--- src/rtl/wlgc_pkg.sv ---
// Shared types and constants for the water level gate controller.
package wlgc_pkg;

    localparam int CfgIdxW  = 1;
    localparam int CfgDataW = 16;

    localparam logic [CfgIdxW-1:0] CFG_MAX_HEIGHT   = 1'b0;
    localparam logic [CfgIdxW-1:0] CFG_SONAR_OFFSET = 1'b1;

    localparam logic [15:0] MAX_HEIGHT_RST   = 16'd480;
    localparam logic [15:0] SONAR_OFFSET_RST = 16'd64;

    localparam logic [1:0] FUNC_SAMPLE = 2'd0;
    localparam logic [1:0] FUNC_OPEN   = 2'd1;
    localparam logic [1:0] FUNC_CLOSE  = 2'd2;

    localparam logic [1:0] LVL_LOW  = 2'd0;
    localparam logic [1:0] LVL_MED  = 2'd1;
    localparam logic [1:0] LVL_HIGH = 2'd2;
    localparam logic [1:0] LVL_CRIT = 2'd3;

    localparam logic [1:0] DIR_NONE  = 2'd0;
    localparam logic [1:0] DIR_OPEN  = 2'd1;
    localparam logic [1:0] DIR_CLOSE = 2'd2;

    localparam int InTdataW  = 24;
    localparam int OutTdataW = 32;

    // One accepted item as held in the input register.
    typedef struct packed {
        logic [1:0]  func;
        logic [15:0] sonar_distance;
        logic        manual_mode;
        logic        button_level;
    } item_t;

    // One result item.
    typedef struct packed {
        logic [1:0]  water_level;
        logic [16:0] clamp_height;
        logic [1:0]  gate_position;
        logic [1:0]  motor_direction;
        logic [1:0]  motor_steps;
        logic        buzzer_on;
    } result_t;

    // Current gate and buzzer state, visible to the top level.
    typedef struct packed {
        logic [1:0] gate_pos;
        logic       buzzer;
    } ctrl_state_t;

endpackage

--- src/rtl/wlgc_level.sv ---
// Water height from a sonar distance and its four-way level classification.
module wlgc_level
    import wlgc_pkg::*;
(
    input  logic [15:0] max_height,
    input  logic [15:0] sonar_offset,
    input  logic [15:0] sonar_distance,
    output logic [16:0] clamp_height,
    output logic [1:0]  level
);

    logic [16:0] top;
    logic [18:0] h4;
    logic [18:0] h2;
    logic [18:0] maxh;
    logic [18:0] maxh3;

    assign top = {1'b0, max_height} + {1'b0, sonar_offset};
    assign clamp_height = (top > {1'b0, sonar_distance}) ?
                          (top - {1'b0, sonar_distance}) : 17'd0;

    // thresholds compared exactly: 4h, 2h against max and 3*max
    assign h4    = {clamp_height, 2'b00};
    assign h2    = {1'b0, clamp_height, 1'b0};
    assign maxh  = {3'b000, max_height};
    assign maxh3 = {2'b00, max_height, 1'b0} + maxh;

    always_comb begin
        if (h4 <= maxh) begin
            level = LVL_LOW;
        end else if (h2 <= maxh) begin
            level = LVL_MED;
        end else if (h4 <= maxh3) begin
            level = LVL_HIGH;
        end else begin
            level = LVL_CRIT;
        end
    end

endmodule

--- src/rtl/wlgc_ctrl.sv ---
// Level history, gate position and buzzer state with per-item update.
module wlgc_ctrl
    import wlgc_pkg::*;
(
    input  logic        aclk,
    input  logic        aresetn,
    input  logic        step_en,
    input  item_t       item,
    input  logic [16:0] clamp_height,
    input  logic [1:0]  level,
    output result_t     result,
    output ctrl_state_t state
);

    // only the two newest history entries are kept; the incoming level is the third
    logic [1:0] hist1_reg, hist2_reg;
    logic [1:0] hist1_next, hist2_next;
    logic [1:0] gate_reg, gate_next;
    logic       buzzer_reg, buzzer_next;
    logic [1:0] dir;
    logic [1:0] steps;
    logic       press_ok;

    assign press_ok = item.manual_mode & item.button_level;

    always_comb begin
        hist1_next  = hist1_reg;
        hist2_next  = hist2_reg;
        gate_next   = gate_reg;
        buzzer_next = buzzer_reg;
        dir         = DIR_NONE;
        steps       = 2'd0;
        case (item.func)
            FUNC_SAMPLE: begin
                hist1_next = hist2_reg;
                hist2_next = level;
                if ((hist1_reg == hist2_reg) && (hist2_reg == level)) begin
                    buzzer_next = (level == LVL_CRIT);
                    if (!item.manual_mode && (level != gate_reg)) begin
                        if (level < gate_reg) begin
                            dir   = DIR_CLOSE;
                            steps = gate_reg - level;
                        end else begin
                            dir   = DIR_OPEN;
                            steps = level - gate_reg;
                        end
                        gate_next = level;
                    end
                end
            end
            FUNC_OPEN: begin
                if (press_ok && (gate_reg != LVL_CRIT)) begin
                    gate_next = gate_reg + 2'd1;
                    dir       = DIR_OPEN;
                    steps     = 2'd1;
                end
            end
            FUNC_CLOSE: begin
                if (press_ok && (gate_reg != LVL_LOW)) begin
                    gate_next = gate_reg - 2'd1;
                    dir       = DIR_CLOSE;
                    steps     = 2'd1;
                end
            end
            default: begin
                // unused code: no state change, no move
            end
        endcase
    end

    always_ff @(posedge aclk) begin
        if (!aresetn) begin
            hist1_reg  <= LVL_LOW;
            hist2_reg  <= LVL_LOW;
            gate_reg   <= LVL_LOW;
            buzzer_reg <= 1'b0;
        end else if (step_en) begin
            hist1_reg  <= hist1_next;
            hist2_reg  <= hist2_next;
            gate_reg   <= gate_next;
            buzzer_reg <= buzzer_next;
        end
    end

    assign result.water_level     = hist2_next;
    assign result.clamp_height    = (item.func == FUNC_SAMPLE) ? clamp_height : 17'd0;
    assign result.gate_position   = gate_next;
    assign result.motor_direction = dir;
    assign result.motor_steps     = steps;
    assign result.buzzer_on       = buzzer_next;

    assign state.gate_pos = gate_reg;
    assign state.buzzer   = buzzer_reg;

endmodule

--- src/rtl/water_level_gate_controller_core.sv ---
// Top level of the water level gate controller: channels, registers, assertions.
//
// Usage:
//   Input stream (s_axis): one transfer per item. tuser carries func (0 sonar
//   sample, 1 manual open press, 2 manual close press); tdata carries the
//   sonar distance and the manual mode / button levels.
//   Output stream (m_axis): exactly one result transfer per input transfer,
//   in order: level, clamped height, gate position, motor direction/steps,
//   buzzer state.
//   Config port: cfg_we writes cfg_wdata into register cfg_addr
//   (0 max_height, 1 sonar_offset); write only while the block is idle.
// Data path: the input register, then evaluation into the result register.
// Throughput: one item per cycle while m_tready stays high; the only loop is the
//   update of history, gate and buzzer state, which sits in the evaluation stage.
// Reset (aresetn low, synchronous): both stages empty, history all low, gate
//   low, buzzer off, registers back to 480 and 64.
// Stall: when m_tready is low the result register holds; the input register
//   still takes one more item, then s_tready drops until the result moves.
module water_level_gate_controller_core
    import wlgc_pkg::*;
(
    input  logic                 aclk,
    input  logic                 aresetn,
    // config write port
    input  logic                 cfg_we,
    input  logic [CfgIdxW-1:0]   cfg_addr,
    input  logic [CfgDataW-1:0]  cfg_wdata,
    // input stream
    input  logic                 s_tvalid,
    output logic                 s_tready,
    input  logic [InTdataW-1:0]  s_tdata,   // [15:0] sonar_distance, [16] manual_mode,
                                            // [17] button_level, [23:18] zero
    input  logic [1:0]           s_tuser,   // [1:0] func
    // result stream
    output logic                 m_tvalid,
    input  logic                 m_tready,
    output logic [OutTdataW-1:0] m_tdata    // [1:0] water_level, [18:2] clamp_height,
                                            // [20:19] gate_position,
                                            // [22:21] motor_direction,
                                            // [24:23] motor_steps, [25] buzzer_on,
                                            // [31:26] zero
);

    logic [15:0] max_height_reg;
    logic [15:0] sonar_offset_reg;

    logic        in_vld_reg;
    item_t       in_item_reg;
    logic        out_vld_reg;
    result_t     out_res_reg;

    logic        out_adv;    // result register can load this cycle
    logic        step_en;    // evaluation stage fires
    logic        in_xfer;

    logic [16:0] clamp_height;
    logic [1:0]  level;
    result_t     result;
    ctrl_state_t state;

    // config registers
    always_ff @(posedge aclk) begin
        if (!aresetn) begin
            max_height_reg   <= MAX_HEIGHT_RST;
            sonar_offset_reg <= SONAR_OFFSET_RST;
        end else if (cfg_we) begin
            case (cfg_addr)
                CFG_MAX_HEIGHT:   max_height_reg   <= cfg_wdata;
                CFG_SONAR_OFFSET: sonar_offset_reg <= cfg_wdata;
                default: begin
                end
            endcase
        end
    end

    // handshake: the input stage drains whenever the result register frees up
    assign out_adv  = !out_vld_reg || m_tready;
    assign step_en  = in_vld_reg && out_adv;
    assign s_tready = !in_vld_reg || out_adv;
    assign in_xfer  = s_tvalid && s_tready;

    // input register
    always_ff @(posedge aclk) begin
        if (!aresetn) begin
            in_vld_reg <= 1'b0;
        end else if (s_tready) begin
            in_vld_reg <= s_tvalid;
        end
    end

    always_ff @(posedge aclk) begin
        if (in_xfer) begin
            in_item_reg.func           <= s_tuser;
            in_item_reg.sonar_distance <= s_tdata[15:0];
            in_item_reg.manual_mode    <= s_tdata[16];
            in_item_reg.button_level   <= s_tdata[17];
        end
    end

    wlgc_level u_level (
        .max_height     (max_height_reg),
        .sonar_offset   (sonar_offset_reg),
        .sonar_distance (in_item_reg.sonar_distance),
        .clamp_height   (clamp_height),
        .level          (level)
    );

    wlgc_ctrl u_ctrl (
        .aclk         (aclk),
        .aresetn      (aresetn),
        .step_en      (step_en),
        .item         (in_item_reg),
        .clamp_height (clamp_height),
        .level        (level),
        .result       (result),
        .state        (state)
    );

    // result register
    always_ff @(posedge aclk) begin
        if (!aresetn) begin
            out_vld_reg <= 1'b0;
        end else if (out_adv) begin
            out_vld_reg <= in_vld_reg;
        end
    end

    always_ff @(posedge aclk) begin
        if (step_en) begin
            out_res_reg <= result;
        end
    end

    assign m_tvalid = out_vld_reg;
    assign m_tdata  = {6'd0,
                       out_res_reg.buzzer_on,
                       out_res_reg.motor_steps,
                       out_res_reg.motor_direction,
                       out_res_reg.gate_position,
                       out_res_reg.clamp_height,
                       out_res_reg.water_level};

    // a move always comes with a step count, and no step count without a move
    a_dir_steps: assert property (@(posedge aclk) disable iff (!aresetn)
        m_tvalid |-> ((m_tdata[22:21] == DIR_NONE) == (m_tdata[24:23] == 2'd0)))
        else $error("motor direction and step count disagree");

    // a freshly loaded result reports the gate and buzzer state it left behind
    a_gate_tracks: assert property (@(posedge aclk) disable iff (!aresetn)
        step_en |=> (m_tdata[20:19] == state.gate_pos) && (m_tdata[25] == state.buzzer))
        else $error("result gate/buzzer differs from controller state");

    // the input stage never holds an item while the result stage could take it idle
    a_no_bubble: assert property (@(posedge aclk) disable iff (!aresetn)
        (in_vld_reg && !out_vld_reg) |=> out_vld_reg)
        else $error("evaluation stage failed to advance");

endmodule
--- config.mk ---
export PLATFORM = sky130hd
export DESIGN_NAME = water_level_gate_controller_core
export DESIGN_NICKNAME = d
export VERILOG_FILES = /design/src/rtl/wlgc_pkg.sv /design/src/rtl/wlgc_level.sv /design/src/rtl/wlgc_ctrl.sv /design/src/rtl/water_level_gate_controller_core.sv
export SDC_FILE = /design/constraint.sdc
export NUM_CORES = 1
export LEC_CHECK = 0
export ABC_CLOCK_PERIOD_IN_PS = 9300
export BUFFER_PORTS_ARGS = -buffer_cell sky130_fd_sc_hd__buf_2
export CAP_MARGIN = 25
export CORE_UTILIZATION = 55
export DETAILED_ROUTE_END_ITERATION = 7
export PLACE_DENSITY = 0.87
export SLEW_MARGIN = 0
export SYNTH_ARGS = -nofsm -noshare
export SYNTH_HDL_FRONTEND = slang
export SYNTH_SLANG_ARGS = --single-unit
--- constraint.sdc ---
create_clock -name aclk -period 9.3 [get_ports aclk]
set_clock_uncertainty 0.1 [all_clocks]
set_input_delay 0.93 -clock aclk [delete_from_list [all_inputs] [get_ports aclk]]
set_output_delay 0.93 -clock aclk [all_outputs]
set_load 0.02 [all_outputs]
==> results.md, run 1 <==
- Die H: between 100 and 150 µm
- Gate Count Post-Synth: 788
- Area leader, netlist: edfxtp_1
- WL/cell: 15.0 µm
- Top delay family on crit path: compound AO/OA/AOI/OAI gates
- Count leader, synth: nand2_1
- Die Span X: about 110 µm
- Residual DRC count: 0
- Worst Hold Margin: 358 ps
- Postcts setup bufs: 0
- Crit. End Element: flop
- Via Count: 5845
- IO Pins: approximately 80
- Area share of and/or/nand/nor cells after synthesis: 0.173
- Number of synthesized register bits: 87
- Final min period: ~8100 ps
- Cell row count: 40
- Total track usage: 0.247
- Setup Crit Path Kind: reg2reg
- Core box area: roughly 0.012 mm²
- Setup violators final: 0
- Unrepaired setup endpoints after global routing: no
- Gpl congestion: 0.915
- Avg Cell Area, Syn: just under 9 µm²
- Routed met2 length: 6.93 mm
- Netlist cell types: between 70 and 80
- P per Cell Area: approximately 160 mW/mm²
- XOR/XNOR share of the synthesized area: 0.0529
- Ys Warns: 0
- Area occupied by multi-input gates: ~0.0044 mm²
- Synth top cells by count: 102 x nand2_1, 100 x ha_1, 77 x a21oi_1
- Final period util: 0.876
- Clock sink count: between 80 and 90
- Buf/Inv on CP: 1
- DPL Wire Length: roughly 12 mm
- Data required, critical path: approximately 9300 ps
- Final nets: around 1000
- First-pass DRT Iterations: 4
- Largest family of logic cells by synthesized area: compound AO/OA/AOI/OAI gates
- Routed vias/inst: around 5.7
- Post-synthesis adder-cell area fraction: 0.191
- CTS max path bufs: 2
- Area delta synth->final: 11.0%
- Die area: between 0.01 and 0.015 mm²
- Skew-Pair Late Insertion Delay: 350 ps
- Worst VDD drop: 0.000112 V
- CTS buffer count: 9
- I/O Buffers: 69
- Worst-Margin Slew: ~1000 ps
- Max stage delay on crit path: slightly above 600 ps
- Vias in the first global route: about 5300
- Number of synthesized flops with an enable pin: 46
- Initial antenna violation count: 0
- Ant. Diodes: 0
- Max_cap viols: 0
- Uppermost layer routed: met4
- Share of cells above drive strength 1: 0.135
- Starting Density: 0.572
- H-tree depth: 3
- Max Transition Viols Final: 0
- Synth top area cells: edfxtp_1 20%, ha_1 18%, dfxtp_1 12%
- Fillers: about 1000
- CP most frequent cell: a21oi_1
- Hold Fails Final Rpt: 0
- CTS tree: built
- Hold Path Class: reg2reg
- Fin Setup TNS: 0 ps
- Post-CTS sizing: 0
- WL met1: between 7 and 8 mm
- Clock transition at path regs: 60 ps
- Final antenna-violating net count: 0
- Compound-gate portion of the synthesized area: 0.198
- Grt total ovfl: 0
- CTS Hold Buffers Added: 0
- DR iter-0 viols: approximately 300
- Cell area after synthesis: ~0.007 mm²
- Seq/Total Area, Yosys: 0.317
- Fraction of registers with async set or reset after synthesis: 0
- Tot Pwr: about 0.0012 W
- Routed Wire Length: roughly 15 mm
- Max FO, Critical Path: 15
- Mux share of post-synthesis cell area: 0.0151
- Outcome: finished, final reports clean
- Static Leakage: 3.56 nW
- Post-place instance area: about 0.0074 mm²
- First-pass GRT wire length: 25.1 mm
- Data arrival, critical path: 8140 ps
- Fin area: 0.00772 mm²
- Rel. slew slack: 0.345
- Area share of the largest cell type after synthesis: 0.199
- Synth Flop Type: edfxtp_1
- FF+latch area: 0.00220 mm²
- CP Launch Type: flop
- Max reg flops: 26
- Fmax: about 0.12 GHz
- Largest net degree at the start of global routing: 36
- Critical Path Slowest Stage Cell: and2_1
- WL met3: ~700 µm
- Clock root cell: clkbuf_16
## area by class of cell
| type | count | share of cell area |
|---|---|---|
| clock buffers | 12 | 0.0323 |
| clock inverters | 4 | 0.00584 |
| inverters | 61 | 0.0297 |
| multi-input cells | 619 | 0.571 |
| flip-flops and latches | 87 | 0.285 |
| well taps | 168 | 0.0272 |
| repair buffers | 71 | 0.0483 |
## kinds of logic (layout without fill, tap and decap cells)
logic type	Yosys count	after routing
AOI/OAI and AO/OA	200	200
xor gates and xnor gates	42	42
adders and majority gates	104	104
buffers and inverters	87	148
DFF	87	87
muxes	9	9
other	1	6
and+or+nand+nor	258	258
## tightest hold or removal path: cells and delay by family (launching register included)
family          cells  cell delay, ps
simple gates        1              50
compound gates      1              50
flops               1             310
## stage by stage
step | std cells | setup WS, ps | util
final | 1022 | 1150 | 0.635
after global routing | 1022 | 434 | 0.635
after floorplan | 793 | 1860 | -
after CTS | 1021 | 1230 | 0.633
after global placement | 1005 | 1420 | 0.609
after detailed placement | 1005 | 1300 | 0.609
## placed cells by master (no fill, tap or decap), types with 10 or more instances in the layout
cell type,synthesis,layout
dfxtp_1,41,41
o211ai_1,10,10
nand4_1,12,12
inv_1,60,60
xor2_1,16,16
buf_2,0,69
a21oi_1,77,77
and2_1,14,14
xnor2_1,26,26
and3_1,15,15
edfxtp_1,46,46
a21o_1,16,16
nor3_1,23,23
o21bai_1,11,11
nand2_1,102,102
o21ai_0,23,23
nand3_1,16,16
nor2_1,49,49
ha_1,100,100
## path summary, 6_finish.rpt
| kind | start | to | slack (ps) | cells past startpoint |
|---|---|---|---|---|
| worst max-delay path | max_height_reg[1] | m_tdata[20] | 1150 | 31 |
| worst max register to register | max_height_reg[1] | m_tdata[20] | 1150 | 31 |
| worst min-delay path | sonar_offset_reg[10] | sonar_offset_reg[10] | 360 | 2 |
| worst min register to register | sonar_offset_reg[10] | sonar_offset_reg[10] | 360 | 2 |
## power by group
| part | switching [W] | internal (W) | leakage, nW |
|---|---|---|---|
| combinational | 0.000263 | 0.000177 | 2.61 |
| sequential | 0.0000138 | 0.000426 | 0.794 |
| clock | 0.000141 | 0.000216 | 0.152 |
| total | 0.000418 | 0.000819 | 3.56 |
## per-layer routing
metal / GRT usage / vias to the layer above
li1: - / 2967
met1: 0.334 / 2690
met2: 0.397 / 160
met3: 0.0418 / 28
met4: 0.0874 / 0
met5: 0 / -
No activity file was read; power rests on OpenSTA's default activity.
==> run 2, diff against run 1 <==
CELL_PAD_IN_SITES_DETAIL_PLACEMENT = 0   (was unset)
CELL_PAD_IN_SITES_GLOBAL_PLACEMENT = 1   (was unset)
CORE_UTILIZATION = 46   (was 55)
PLACE_DENSITY = 0.93   (was 0.87)
==> run 2 against run 1 <==
The flow now finishes with violations (DRC); final cell count increased by 1.8%; highest routed layer unchanged; wire length grew 1.7%; sequential share of layout area shrank 0.25 points; core utilization fell by 10 points; via count decreased by 3.3%; non-clock buffer count increased by 2; critical path depth unchanged; largest power group is now registers; combinational power about the same; clock-buffer cell count is 2 lower; power is 1.1% lower; clock power shrank 3%.
==> results.md, run 2 (synthesized netlist as in run 1, its figures left out) <==
- Outcome: complete, but fails checks
- Failing checks: DRC
- DR iter-0 viols: 270
- WL met3: around 480 µm
- CTS max path bufs: 2
- Die area: approximately 0.016 mm²
- Unrepaired setup endpoints after global routing: no
- Largest net degree at the start of global routing: 28
- Max stage delay on crit path: 620 ps
- Clock root cell: clkbuf_16
- CP most frequent cell: a21oi_1
- WL/cell: approximately 15 µm
- CTS Hold Buffers Added: 0
- Post-Layout Cell Count: about 1000
- Cell row count: 44
- IO Pins: 82
- Rel. slew slack: 0.460
- Ant. Diodes: 0
- Setup Crit Path Kind: reg2reg
- First-pass GRT wire length: 25.5 mm
- Max FO, Critical Path: 15
- Final min period: 8190 ps
- Tot Pwr: around 0.0012 W
- Max Transition Viols Final: 0
- Final nets: between 1000 and 1500
- H-tree depth: 3
- Clock sink count: 87
- Die Span X: 125 µm
- Uppermost layer routed: met4
- Grt total ovfl: 0
- Fin Setup TNS: 0 ps
- Via Count: approximately 5700
- Placed insts: ~1000
- Area delta synth->final: 11.9%
- Clock transition at path regs: roughly 60 ps
- First-pass DRT Iterations: 6
- Starting Density: 0.475
- Postcts setup bufs: 0
- Share of cells above drive strength 1: 0.136
- Final antenna-violating net count: 0
- WL met1: just under 8 mm
- Fin area: 0.00778 mm²
- CTS tree: built
- Die H: between 100 and 150 µm
- Core box area: approximately 0.015 mm²
- Max reg flops: 26
- Routed vias/inst: between 5 and 6
- CP Launch Type: flop
- DPL Wire Length: roughly 13 mm
- Worst Hold Margin: 360 ps
- Post-place instance area: around 0.0075 mm²
- P per Cell Area: between 150 and 200 mW/mm²
- Fmax: 0.122 GHz
- CTS buffer count: 9
- Setup violators final: 0
- Max_cap viols: 0
- Hold Fails Final Rpt: 0
- Post-CTS sizing: 0
- Routed met2 length: just under 7 mm
- Static Leakage: ~3.6 nW
- Gpl congestion: about 0.9
- I/O Buffers: between 60 and 70
- Routed Wire Length: around 16 mm
- Critical Path Slowest Stage Cell: and2_1
- Worst-Margin Slew: about 810 ps
- Total track usage: 0.206
- Data arrival, critical path: ~8200 ps
- Residual DRC count: 8
- Initial antenna violation count: 0
- Commonest cells after routing, fill and taps aside: 102 x nand2_1, 100 x ha_1, 77 x a21oi_1
- Crit. End Element: flop
- Vias in the first global route: 5360
- Hold Path Class: reg2reg
- Final period util: 0.881
- Most common cell after layout, fill and taps aside: nand2_1
- Data required, critical path: ~9300 ps
- Skew-Pair Late Insertion Delay: around 350 ps
- Worst VDD drop: 0.000121 V
run 2: worst paths after layout:
path | start | end | slack [ps] | depth (start not counted)
min | sonar_offset_reg[5] | sonar_offset_reg[5] | 360 | 2
max reg2reg | max_height_reg[1] | m_tdata[20] | 1110 | 31
max | max_height_reg[1] | m_tdata[20] | 1110 | 31
min reg2reg | sonar_offset_reg[5] | sonar_offset_reg[5] | 360 | 2
run 2: cell type report:
class / count / area (µm²)
inverter: 61 / 229
sequential: 87 / 2200
timing repair buffer: 73 / 433
clock buffer: 10 / 239
multi-input combinational: 619 / 4410
clock inverter: 6 / 42.5
fill: 1398 / 6860
tap: 184 / 230
run 2: metal layers:
metal  up-vias  global-route usage
li1       2964                   -
met1      2576               0.284
met2        90               0.328
met3        21              0.0338
met4         0              0.0696
met5         -                   0
run 2: through the flow:
step	worst slack [ps]	utilization
2_1_floorplan	1860	-
3_3_place_gp	1260	0.507
3_5_place_dp	1150	0.509
4_1_cts	1130	0.528
5_1_grt	460	0.532
6_report	1110	0.532
run 2: report_power, final:
part	internal [W]	total (W)	switching (W)
combinational	0.000179	0.000437	0.000258
clock	0.000189	0.000347	0.000158
sequential	0.000425	0.000439	0.0000139
run 2: critical path: cells and delay by family, from the launching register on:
kind / cells / cell delay [ps]
AOI/OAI and AO/OA: 21 / 4690
buffers and inverters: 1 / 80
DFF: 1 / 520
and+or+nand+nor: 3 / 1110
adders and majority gates: 4 / 1180
xor gates and xnor gates: 1 / 130
muxes: 1 / 120
==> run 3, diff against run 2 <==
SYNTH_HIERARCHICAL = 1   (was unset)
==> run 3 against run 2 <==
The run now ends clean; flip-flop and latch count unchanged; power rose by 8.1%; non-clock buffer count grew 2; sequential share of layout area fell by 0.49 points; critical path type unchanged; highest routed layer unchanged.
==> results.md, run 3 <==
- Fin area: 0.00792 mm²
- Ys Warns: 6
- Area delta synth->final: 10.8%
- Cell row count: 45
- Clock root cell: clkbuf_16
- Routed Wire Length: 15.1 mm
- Final period util: 0.875
- Max FO, Critical Path: 11
- CTS Hold Buffers Added: 0
- Max Transition Viols Final: 0
- Core box area: between 0.015 and 0.02 mm²
- Most common cell after layout, fill and taps aside: ha_1
- Layout Utilization: 0.521
- WL/cell: around 15 µm
- Max_cap viols: 0
- Placed insts: roughly 1000
- Critical Path Slowest Stage Cell: a31oi_1
- Final nets: 1000
- Reg2Reg Depth: 32
- Top delay family on crit path: compound AO/OA/AOI/OAI gates
- Die area: ~0.016 mm²
- Starting Density: 0.470
- Final antenna-violating net count: 0
- IO Pins: 82
- Data required, critical path: around 9300 ps
- P_int: 0.000841 W
- Worst VDD drop: 0.0000969 V
- Switching Share: 0.364
- Static Leakage: between 3 and 4 nW
- Avg Cell Area, Syn: 9.10 µm²
- Hold Path End: sonar_offset_reg[15]
- CTS buffer count: 9
- M3 GR Usage: 0.0363
- DR iter-0 viols: 350
- H-tree depth: 3
- Die H: ~130 µm
- RR Endpoint: m_tdata[19]
- Sequential power share: 0.336
- Crit. End Element: flop
- Critical path startpoint: max_height_reg[1]
- Setup Crit Path Kind: reg2reg
- I/O Buffers: roughly 70
- Via Count: between 5000 and 6000
- Share of cells above drive strength 1: 0.137
- Hold depth: 2
- Worst-Margin Slew: between 900 and 1000 ps
- Comb pwr share: 0.396
- Worst r2r src: max_height_reg[1]
- P per Cell Area: around 170 mW/mm²
- Worst setup margin: about 1200 ps
- Gate Count Post-Synth: between 700 and 800
- Post-CTS sizing: 0
- Rel. slew slack: 0.385
- GR Util met1: 0.284
- Clock power frac: 0.269
- Fin Setup TNS: 0 ps
- Post-Layout Cell Count: ~1000
- Residual DRC count: 0
- Vias in the first global route: approximately 5200
- Setup violators final: 0
- Data arrival, critical path: between 8000 and 9000 ps
- Net Switching: 0.000480 W
- CTS max path bufs: 2
- M2 GR Usage: 0.296
- Reg2Reg Setup Slack: between 1000 and 1500 ps
- Routed vias/inst: between 5 and 6
- Skew-Pair Late Insertion Delay: between 300 and 400 ps
- Total track usage: 0.195
- DPL Wire Length: roughly 12 mm
- Final min period: between 8000 and 9000 ps
- Max reg flops: 26
- Largest net degree at the start of global routing: between 60 and 70
- Cell area after synthesis: around 0.0071 mm²
- Ant. Diodes: 0
- Unrepaired setup endpoints after global routing: no
- First-pass DRT Iterations: 5
- Commonest cells after routing, fill and taps aside: 97 x ha_1, 77 x nand2_1, 69 x buf_2
- Outcome: finished, final reports clean
- Max stage delay on crit path: a little over 600 ps
- Clock sink count: 87
- Dpl ws: roughly 1200 ps
- Postcts setup bufs: 0
- Initial antenna violation count: 0
- Hold Path Class: reg2reg
- Fmax: around 0.12 GHz
- Grt total ovfl: 0
- CTS tree: built
- First-pass GRT wire length: roughly 25 mm
- Hold Fails Final Rpt: 0
- GR peak layer: met2
- Buf/Inv on CP: 2
- CP Launch Type: flop
- Post-place instance area: roughly 0.0076 mm²
- Die Span X: ~130 µm
- Hold Path Origin: sonar_offset_reg[15]
- Clock transition at path regs: 70 ps
- Gpl congestion: 0.891
==> run 3: worst max-delay path by stage <==
stage	endpoint	slack (ps)	cells past startpoint
floorplan	m_tdata[19]	2210	33
global placement	m_tdata[19]	1330	32
detailed placement	m_tdata[19]	1230	32
CTS	m_tdata[19]	1170	32
global route	m_tdata[19]	480	33
finish	m_tdata[19]	1160	32
==> run 3: final cells by class <==
type | instances | area [µm²]
repair buffers | 75 | 403
fillers | 1478 | 7280
clock buffers | 10 | 250
multi-input cells | 617 | 4560
clock inverters | 6 | 40.0
flip-flops and latches | 87 | 2200
well taps | 188 | 235
inverters | 61 | 229
==> run 3: power groups by stage <==
stage | Combinational (W) | Clock [W] | Sequential, W
after floorplan | 0.000403 | 0 | 0.000454
after global placement | 0.000506 | 0 | 0.000452
after detailed placement | 0.000513 | 0 | 0.000452
after CTS | 0.000515 | 0.000361 | 0.000444
after global routing | 0.000585 | 0.000378 | 0.000446
final | 0.000523 | 0.000355 | 0.000444
==> run 3: per-stage QoR <==
stage / power, W / hold slack (ps)
2_1_floorplan: 0.000856 / 332
3_3_place_gp: 0.000957 / 345
3_5_place_dp: 0.000965 / 353
4_1_cts: 0.00132 / 363
5_1_grt: 0.00141 / 380
6_report: 0.00132 / 358
==> run 3: worst register-to-register path: cells and delay by family, from the launching register on <==
family                   cells  cell delay, ps
AO/OA/AOI/OAI               17            4220
adder cells (fa/ha/maj)      4            1390
AND/OR/NAND/NOR              8            1090
flip-flops                   1             580
buffers and inverters        2             330
XOR/XNOR                     1             130
==> run 3: layer usage <==
layer	part of all wire	vias up
met2	0.43	119
met4	0.011	0
li1	-	2987
met3	0.041	11
met5	0	-
met1	0.52	2667
